--- src/sv/scp_pkg.sv ---
// Types and constants shared by the serial channel command parser.
package scp_pkg;

	typedef enum logic [2:0] {
		PH_WAIT   = 3'd0,
		PH_CHAN   = 3'd1,
		PH_MSB    = 3'd2,
		PH_LSB    = 3'd3,
		PH_CFIRST = 3'd4,
		PH_CMD    = 3'd5,
		PH_SKIP   = 3'd6
	} phase_t;

	localparam logic [1:0] CMD_BYTE = 2'd0;
	localparam logic [1:0] CMD_TICK = 2'd1;
	localparam logic [1:0] CMD_DONE = 2'd2;

	localparam logic [7:0] TOK_C = 8'h43;
	localparam logic [7:0] TOK_T = 8'h54;
	localparam logic [7:0] TOK_F = 8'h46;

	localparam logic [7:0] TIMEOUT_RESET = 8'd10;
	localparam logic [7:0] IDLE_MAX      = 8'hFF;
	localparam logic [2:0] SKIP_OOB      = 3'd2;
	localparam logic [2:0] SKIP_PENDING  = 3'd4;
	localparam logic [2:0] CMD_LAST_POS  = 3'd4;

	typedef struct packed {
		logic [1:0] cmd;
		logic [7:0] rx_byte;
		logic       key_pressed;
	} item_t;

	typedef struct packed {
		logic        ack_out;
		logic        chan_write;
		logic [2:0]  chan_index;
		logic [15:0] chan_value;
		logic        group_sync;
		logic        count_update;
		logic [3:0]  channel_count;
		logic        cmd_byte_valid;
		logic [2:0]  cmd_byte_pos;
		logic [7:0]  cmd_byte_data;
		logic        cmd_complete;
		logic        flash_request;
	} result_t;

	typedef struct packed {
		phase_t     phase;
		logic [7:0] held_msb;
		logic [2:0] byte_counter;
		logic       command_pending;
		logic [7:0] idle_ticks;
	} parse_state_t;

endpackage

--- src/sv/serial_channel_command_parser.sv ---
// Top level of the serial channel command parser: handshakes, state and result registers.
//
//  channel  | handshake                | payload
//  item     | item_valid / item_stall  | item (item_t): cmd, rx_byte, key_pressed
//  result   | result_valid / result_stall | result (result_t): one per item
//  cfg      | cfg_valid / cfg_ready    | cfg_data: timeout_ticks
//
// One request per cycle sustained unless result_stall holds; registers: item_s1, then res_q.
// The whole parse step is one pass of logic between item_s1 and res_q.
// Reset clears the parser state and sets timeout_ticks to 10; no clearing pass.
// A stalled result holds in res_q; one more request waits in item_s1, then item_stall rises.
module serial_channel_command_parser
	import scp_pkg::*;
#(
	parameter int CHANNEL_SLOTS = 8
) (
	input  logic       clk,
	input  logic       arst_n,
	input  logic       item_valid,
	output logic       item_stall,
	input  item_t      item,
	output logic       result_valid,
	input  logic       result_stall,
	output result_t    result,
	input  logic       cfg_valid,
	output logic       cfg_ready,
	input  logic [7:0] cfg_data
);

	localparam int CH_W = (CHANNEL_SLOTS > 2) ? $clog2(CHANNEL_SLOTS) : 1;

	logic            valid_s1;
	item_t           item_s1;
	logic            res_valid_q;
	result_t         res_q;
	parse_state_t    st_q;
	logic [CH_W-1:0] held_q;
	logic [7:0]      timeout_q;

	parse_state_t    st_nxt;
	logic [CH_W-1:0] held_nxt;
	result_t         step_res;
	logic            s1_fire;
	logic            item_take;

	assign s1_fire      = valid_s1 && (!res_valid_q || !result_stall);
	assign item_stall   = valid_s1 && !s1_fire;
	assign item_take    = item_valid && !item_stall;
	assign cfg_ready    = 1'b1;
	assign result_valid = res_valid_q;
	assign result       = res_q;

	scp_step #(
		.CHANNEL_SLOTS(CHANNEL_SLOTS),
		.CH_W(CH_W)
	) u_step (
		.item(item_s1),
		.timeout_ticks(timeout_q),
		.st(st_q),
		.held(held_q),
		.st_nxt(st_nxt),
		.held_nxt(held_nxt),
		.res(step_res)
	);

	always_ff @(posedge clk or negedge arst_n) begin
		if (!arst_n) begin
			valid_s1    <= 1'b0;
			res_valid_q <= 1'b0;
			st_q        <= '{phase: PH_WAIT, default: '0};
			held_q      <= '0;
			timeout_q   <= TIMEOUT_RESET;
		end else begin
			if (item_take) begin
				valid_s1 <= 1'b1;
			end else if (s1_fire) begin
				valid_s1 <= 1'b0;
			end
			if (s1_fire) begin
				res_valid_q <= 1'b1;
				st_q        <= st_nxt;
				held_q      <= held_nxt;
			end else if (!result_stall) begin
				res_valid_q <= 1'b0;
			end
			if (cfg_valid && cfg_ready) begin
				timeout_q <= cfg_data;
			end
		end
	end

	always_ff @(posedge clk) begin
		if (item_take) begin
			item_s1 <= item;
		end
		if (s1_fire) begin
			res_q <= step_res;
		end
	end

`ifndef NO_ASSERTIONS
	a_no_overwrite: assert property (@(posedge clk) disable iff (!arst_n)
		item_take |-> (!valid_s1 || s1_fire))
		else $error("input register overwritten");

	a_result_loaded: assert property (@(posedge clk) disable iff (!arst_n)
		s1_fire |=> res_valid_q)
		else $error("processed request produced no result");

	a_pending_set: assert property (@(posedge clk) disable iff (!arst_n)
		s1_fire && step_res.cmd_complete |=> st_q.command_pending)
		else $error("completed command not marked pending");

	a_cmd_count: assert property (@(posedge clk) disable iff (!arst_n)
		st_q.phase == PH_CMD |-> st_q.byte_counter <= CMD_LAST_POS)
		else $error("command byte count out of range");
`endif

endmodule

--- src/sv/scp_step.sv ---
// Next-state and result logic of the parser for one request.
module scp_step
	import scp_pkg::*;
#(
	parameter int CHANNEL_SLOTS = 8,
	parameter int CH_W          = 3
) (
	input  item_t            item,
	input  logic [7:0]       timeout_ticks,
	input  parse_state_t     st,
	input  logic [CH_W-1:0]  held,
	output parse_state_t     st_nxt,
	output logic [CH_W-1:0]  held_nxt,
	output result_t          res
);

	localparam logic [7:0] SLOTS_B = 8'(CHANNEL_SLOTS);

	logic            is_byte;
	phase_t          eff_phase;
	logic            slot_oob;
	logic [CH_W-1:0] rx_ch;
	logic [2:0]      bc_inc;

	assign is_byte   = (item.cmd == CMD_BYTE);
	assign eff_phase = (st.idle_ticks >= timeout_ticks) ? PH_WAIT : st.phase;
	assign slot_oob  = (item.rx_byte >= SLOTS_B);
	assign rx_ch     = item.rx_byte[CH_W-1:0];
	assign bc_inc    = st.byte_counter + 3'd1;

	// next state
	always_comb begin
		st_nxt   = st;
		held_nxt = held;
		unique case (item.cmd)
			CMD_BYTE: begin
				st_nxt.idle_ticks = '0;
				st_nxt.phase      = eff_phase;
				unique case (eff_phase)
					PH_CHAN: begin
						if (slot_oob) begin
							st_nxt.byte_counter = SKIP_OOB;
							st_nxt.phase        = PH_SKIP;
						end else begin
							held_nxt     = rx_ch;
							st_nxt.phase = PH_MSB;
						end
					end
					PH_MSB: begin
						st_nxt.held_msb = item.rx_byte;
						st_nxt.phase    = PH_LSB;
					end
					PH_LSB: begin
						st_nxt.phase = PH_WAIT;
					end
					PH_CFIRST: begin
						if (st.command_pending) begin
							st_nxt.byte_counter = SKIP_PENDING;
							st_nxt.phase        = PH_SKIP;
						end else begin
							st_nxt.byte_counter = '0;
							st_nxt.phase        = PH_CMD;
						end
					end
					PH_CMD: begin
						if (bc_inc > CMD_LAST_POS) begin
							st_nxt.command_pending = 1'b1;
							st_nxt.byte_counter    = '0;
							st_nxt.phase           = PH_WAIT;
						end else begin
							st_nxt.byte_counter = bc_inc;
						end
					end
					PH_SKIP: begin
						if (st.byte_counter <= 3'd1) begin
							st_nxt.byte_counter = '0;
							st_nxt.phase        = PH_WAIT;
						end else begin
							st_nxt.byte_counter = st.byte_counter - 3'd1;
						end
					end
					default: begin
						st_nxt.phase = PH_WAIT;
						if (item.rx_byte == TOK_C) begin
							st_nxt.phase = PH_CHAN;
						end else if (item.rx_byte == TOK_T) begin
							st_nxt.phase = PH_CFIRST;
						end
					end
				endcase
			end
			CMD_TICK: begin
				if (st.idle_ticks != IDLE_MAX) begin
					st_nxt.idle_ticks = st.idle_ticks + 8'd1;
				end
			end
			CMD_DONE: begin
				st_nxt.command_pending = 1'b0;
			end
			default: ;
		endcase
	end

	// result fields
	always_comb begin
		res = '0;
		if (is_byte) begin
			unique case (eff_phase)
				PH_CHAN: begin
					res.ack_out = 1'b1;
					if (!slot_oob && (rx_ch < held)) begin
						res.count_update  = 1'b1;
						res.channel_count = 4'({1'b0, held} + (CH_W+1)'(1));
					end
				end
				PH_MSB: ;
				PH_LSB: begin
					res.ack_out    = 1'b1;
					res.chan_write = 1'b1;
					res.chan_index = 3'(held);
					res.chan_value = {st.held_msb, item.rx_byte};
					res.group_sync = (32'(held) == 32'd3);
				end
				PH_CFIRST: begin
					if (!st.command_pending) begin
						res.cmd_byte_valid = 1'b1;
						res.cmd_byte_data  = item.rx_byte;
					end
				end
				PH_CMD: begin
					res.ack_out        = !st.byte_counter[0];
					res.cmd_byte_valid = 1'b1;
					res.cmd_byte_pos   = bc_inc;
					res.cmd_byte_data  = item.rx_byte;
					res.cmd_complete   = (bc_inc > CMD_LAST_POS);
				end
				PH_SKIP: ;
				default: begin
					res.flash_request = (item.rx_byte == TOK_F) && item.key_pressed;
				end
			endcase
		end
	end

endmodule

--- config.mk ---
export PLATFORM = sky130hd
export DESIGN_NAME = serial_channel_command_parser
export DESIGN_NICKNAME = d
export VERILOG_FILES = /design/src/sv/scp_pkg.sv /design/src/sv/serial_channel_command_parser.sv /design/src/sv/scp_step.sv
export SDC_FILE = /design/constraint.sdc
export NUM_CORES = 1
export LEC_CHECK = 0
export BUFFER_PORTS_ARGS = -buffer_cell sky130_fd_sc_hd__buf_2
export CORE_MARGIN = 2
export CORE_UTILIZATION = 40
export DETAILED_ROUTE_END_ITERATION = 10
export SYNTH_ARGS = -nofsm -noshare
export SYNTH_HDL_FRONTEND = slang
export SYNTH_SLANG_ARGS = --single-unit
--- constraint.sdc ---
create_clock -name clk -period 8.55 [get_ports clk]
set_input_delay 0.4275 -clock clk [delete_from_list [all_inputs] [get_ports clk]]
set_output_delay 0.4275 -clock clk [all_outputs]
set_load 0.005 [all_outputs]
=== Yosys cells after proc, flatten, opt, wreduce, memory -nomap -nowiden ===
Cells that the tools add are included.
W data, S select, Z words.

* Bits in registers: 88

* Order comparisons: 5
* Equality and inequality tests: 18
* Reductions and logical operators: 29
* Bitwise operators: 2
* $add $sub $neg: 4
* Multiplexer cells: 29

{| class="wikitable"
|+ Operator list
! kind !! number
|-
| $pmux W8 S2 || 2
|-
| $mux W3 || 10
|-
| $eq A8 B7 Y1 const B || 3
|-
| $mux W21 || 1
|-
| $pmux W3 S6 || 1
|-
| $mux W8 || 2
|-
| $pmux W3 S4 || 1
|-
| $reduce_and A4 Y1 || 3
|-
| $eq A3 B2 Y1 const B || 3
|-
| $eq A3 B3 Y1 const B || 3
|-
| $reduce_and A3 Y1 || 3
|-
| $add A8 B1 Y8 const B || 1
|-
| $ge A8 B4 Y1 const B || 1
|-
| $ge A8 B8 Y1 || 1
|-
| $ne A8 B8 Y1 const B || 1
|-
| $reduce_and A2 Y1 || 4
|-
| $mux W1 || 7
|-
| $reduce_or A7 Y1 || 1
|-
| $logic_not A1 Y1 || 6
|-
| $ne A2 B1 Y1 const B || 3
|-
| $pmux W1 S2 || 3
|-
| $reduce_bool A2 Y1 || 3
|-
| $logic_and A1 B1 Y1 || 5
|-
| $mux W5 || 1
|-
| 16 further kinds || 18
|}

=== Logic depth before layout (Yosys ltp) ===
* Depth in word-level cells: 8
* Depth in mapped cells: 8
* Depth with buffers taken out: 8

=== Modules after synthesis ===
A second synthesis with hierarchy kept.

* Cells, all modules: 348
* Area total of the unflattened synthesis: 4534.3 um^2

{| class="wikitable"
|+ By module, submodules not included
! module !! cells each !! area each (um^2) !! instances
|-
| serial_channel_command_parser || 134 || 3027.9 || 1
|-
| scp_step || 214 || 1506.4 || 1
|}

=== Worst setup path after synthesis ===
OpenSTA, ideal clock, no wires.

* Kind: input-to-reg
* Start: input port result_stall
* End: register st_q[12] (netlist bit)
* Cell stages on the path: 7
* Arrival time: 2651 ps
* Slack: 5774 ps
* Cell sequence: nand2_1 nand2_1 inv_1 nand2_1 or4_1 buf_4 mux2_4

* Word-level cells in the longest chain between the ends: 4

{| class="wikitable"
|+ Ends and longest elaborated chain
! what !! line !! RTL
|-
| start: declaration || serial_channel_command_parser.sv:23 || <nowiki>input logic result_stall,</nowiki>
|-
| $logic_not A1 Y1 || - ||
|-
| $logic_or A1 B1 Y1 || serial_channel_command_parser.sv:46 || <nowiki>assign s1_fire = valid_s1 && (!res_valid_q || !result_stall);</nowiki>
|-
| $logic_and A1 B1 Y1 || serial_channel_command_parser.sv:46 ||
|-
| via s1_fire || serial_channel_command_parser.sv:43 || <nowiki>logic s1_fire;</nowiki>
|-
| $reduce_and A3 Y1 (no line) || - ||
|-
| end signal: assignment || serial_channel_command_parser.sv:81 || <nowiki>st_q <= st_nxt;</nowiki>
|-
| end: declaration || serial_channel_command_parser.sv:36 || <nowiki>parse_state_t st_q;</nowiki>
|}

The timed path passes the listed nets, and every way through them passes these cells.
A chain may end at the register's enable or synchronous reset.

=== Final worst setup path ===
* Start: register st_q[0] (netlist bit)
* End: register st_q[15] (netlist bit)

* Word-level cells in the longest chain between the ends: 4

{| class="wikitable"
|+ Ends and longest elaborated chain
! what !! line !! RTL
|-
| $ge A8 B8 Y1 || scp_step.sv:26 || <nowiki>assign eff_phase = (st.idle_ticks >= timeout_ticks) ? PH_WAIT : st.phase;</nowiki>
|-
| $mux W3 || scp_step.sv:26 ||
|-
| $eq A3 B2 Y1 || scp_step.sv:39 || <nowiki>unique case (eff_phase)</nowiki>
|-
| $reduce_and A3 Y1 (no line) || - ||
|}

No other way between the ends.

==> impl_metrics.py <==
metrics = {
    "cells_and_area": {
        "drive_gt1_share_pct": 26.4,
        "final_nets": 434,
        "area_growth_pct": 17.6,
        "antenna_cells": 0,
    },
    "synthesis": {
        "synth-seq-cells": 88,
        "synthCells": 323,
        "avgSynthCellArea_sq_um": 12.4,
        "ys.flop_type": "edfxtp_1",
        "yosys_warnings": 0,
        "yosysTopAreaCell": "edfxtp_1",
        "synth_top_area_share_pct": 39.0,
        "yosysMostFrequentCell": "edfxtp_1",
        "ys_seq_area_share_pct": 61.5,
        "synthArstFlopShare_pct": 40.9,
        "ys_top_cells_by_area": "edfxtp_1 39%, dfrtp_1 21%, ha_1 5.3%",
        "yosys-top-cells-count": "52 x edfxtp_1, 34 x dfrtp_1, 30 x and2_1",
        "synth_cell_types": 50,
        "syn-cell-area_sq_mm": 0.00401,
        "synth_edf_count": 52,
        "syn-num-nets": 364,
    },
    "global_route": {
        "grt_pass1_vias": 2630,
        "grt_util_all_layers_pct": 15.1,
        "grt-ovfl-total": 0,
        "grt_max_degree": 44,
        "antenna_found_initial": 0,
        "grt_pass1_wl_um": 13000,
    },
    "critical_path": {
        "path_cells": "inv_1 -> ha_1 -> nand2b_4 -> a2111oi_4 -> o31ai_1 -> or4_1 -> mux2_4",
        "crit_path_start_kind": "flop",
        "crit_family": "simple AND/OR/NAND/NOR gates",
        "slowest_delay_ns": 0.74,
        "crit_cells": 7,
        "critPathKind": "reg -> reg",
        "critPathCaptureType": "flop",
        "worstPathArrival_ns": 3.00,
        "worstPathRequired_ns": 8.80,
        "cp_max_fo": 8,
        "slowest_stage": "or4_1",
        "worst-r2r-cell-count": 7,
        "worst-path-buf-inv": 1,
    },
    "flow_run": {
        "maxCapViolCount": 0,
    },
    "floorplanning": {
        "start_util_pct": 41.2,
        "dieArea_sq_mm": 0.0108,
        "core_sq_mm": 0.00973,
        "pin_count": 68,
        "die_w_um": 104,
        "rows": 36,
        "fp.dieH_um": 104,
    },
    "detailed_routing": {
        "drt_first_pass_iters": 4,
        "wl_um": 7690,
        "vias": 2628,
        "ant_nets": 0,
        "drc": 0,
        "viasPerCell": 4.95,
        "post_drt_wl_per_cell_um": 14.5,
        "drt-initial-drc-count": 246,
    },
    "timing": {
        "min_period_ns": 2.76,
        "relSlewSlack_pct": 43.9,
        "fmax_mhz": 363,
        "worstMarginPinSlew_ns": 0.842,
        "setup_tns_ns": 0,
        "setup_viol": 0,
        "drv_slew": 0,
        "layout_worst_path_cycle_share_pct": 32.3,
        "hold_viol": 0,
        "grt_setup_unrepaired": "no",
        "skew_ns": 0.0104,
        "holdWs_ns": 0.157,
    },
    "place": {
        "routabilityCongestion": 0.841,
        "numPortBuffers": 66,
        "place_hpwl_um": 5460,
    },
    "clocking": {
        "cts_max_path_buffers": 2,
        "h-tree-depth": 3,
        "clk_pin_slew_ns": 0.09,
        "cts_resized": 0,
        "cts_tree": "built",
        "post-cts-setup-buffers": 0,
        "cts_buffers": 9,
        "cts_root_buf": "clkbuf_8",
        "postCtsHoldBufs": 0,
        "insertion_delay_ns": 0.36,
        "cts_sinks": 88,
    },
    "worst_hold_path": {
        "hp-class": "in -> async",
    },
    "outcome": {
        "outcome": "finished, final reports clean",
    },
    "power_and_ir_drop": {
        "cellPowerDensity_mw_per_mm2": 223,
        "peakVddDrop_v": 0.000120,
        "p_leak_nw": 2.05,
    },
}
==> through the flow <==
stage          setup slack, ns  power [mW]  cell area, sq um  std cells  util, %
2_1_floorplan             5.77       0.680              4010        323        -
3_3_place_gp              5.86       0.740              4490        515     46.2
3_5_place_dp              5.82       0.745              4490        515     46.2
4_1_cts                   5.79        1.06              4710        531     48.4
5_1_grt                   5.65        1.11              4710        531     48.4
6_report                  5.79        1.05              4710        531     48.4
==> flip-flops by register name (all words and copies together), names as in the netlist <==
name	flops
valid_s1	1
item_s1	11
result	41
timeout_q	8
st_q	23
held_q	3
result_valid	1
==> layer usage <==
layer  global-route usage (%)  share of wire [%]  up-vias
li1                         -                  -     1299
met1                     19.7                 46     1238
met2                     23.9                 47       73
met3                     3.51                4.4       18
met4                     6.76                2.5        0
met5                        0                  0        -
==> layout by cell type, fill, tap and decap left out, types with 4 or more instances in the layout <==
master,netlist,routed
nand2_1,24,24
clkbuf_8,0,9
nand3_1,11,11
inv_1,22,22
nor4_1,7,7
buf_4,2,4
a21oi_1,12,12
nor2_1,16,16
and2_1,30,30
nor3_1,7,7
mux2_2,4,4
mux2_4,8,8
xnor2_1,4,4
buf_2,0,66
nand2b_1,4,4
edfxtp_1,52,52
nor2b_1,5,5
dfrtp_1,34,34
o21ai_0,16,16
ha_1,17,17
==> final timing paths <==
path	from	slack, ns	endpoint
max reg2reg	st_q[0]$_DFFE_PN0P_	5.79	st_q[15]$_DFFE_PN0P_
min reg2reg	valid_s1$_DFFE_PN0P_	0.50	result_valid$_DFFE_PN0P_
min in group clk	item[9]	0.24	item_s1[9]$_DFFE_PP_
max in group asynchronous	arst_n	7.85	st_q[17]$_DFFE_PN0P_
max	st_q[0]$_DFFE_PN0P_	5.79	st_q[15]$_DFFE_PN0P_
min	arst_n	0.16	timeout_q[7]$_DFFE_PN0P_
==> report_power, final <==
part	switching (mW)	internal [mW]	leakage, nW
Combinational	0.112	0.0854	0.968
Sequential	0.0410	0.496	0.980
Clock	0.150	0.167	0.104
Total	0.304	0.748	2.05
==> final cells by class <==
type	count	area [sq um]
inverter	23	86.3
sequential	88	2460
fill	918	5020
timing repair buffer	70	360
multi-input combinational	201	1410
clock buffer	10	128
tap	133	166
clock inverter	6	92.6
==> logic make-up (layout without fill, tap and decap cells) <==
group	count (synthesis)	in the layout	synth area share, %
multiplexers	13	13	4.37
adder cells (fa/ha/maj)	17	17	5.31
other	1	1	0.0936
buffers and inverters	34	109	3.37
flip-flops	88	88	61.5
AO/OA/AOI/OAI	50	50	8.84
XOR/XNOR	4	4	0.874
AND/OR/NAND/NOR	116	116	15.6
(Power assumes the default switching activity.)
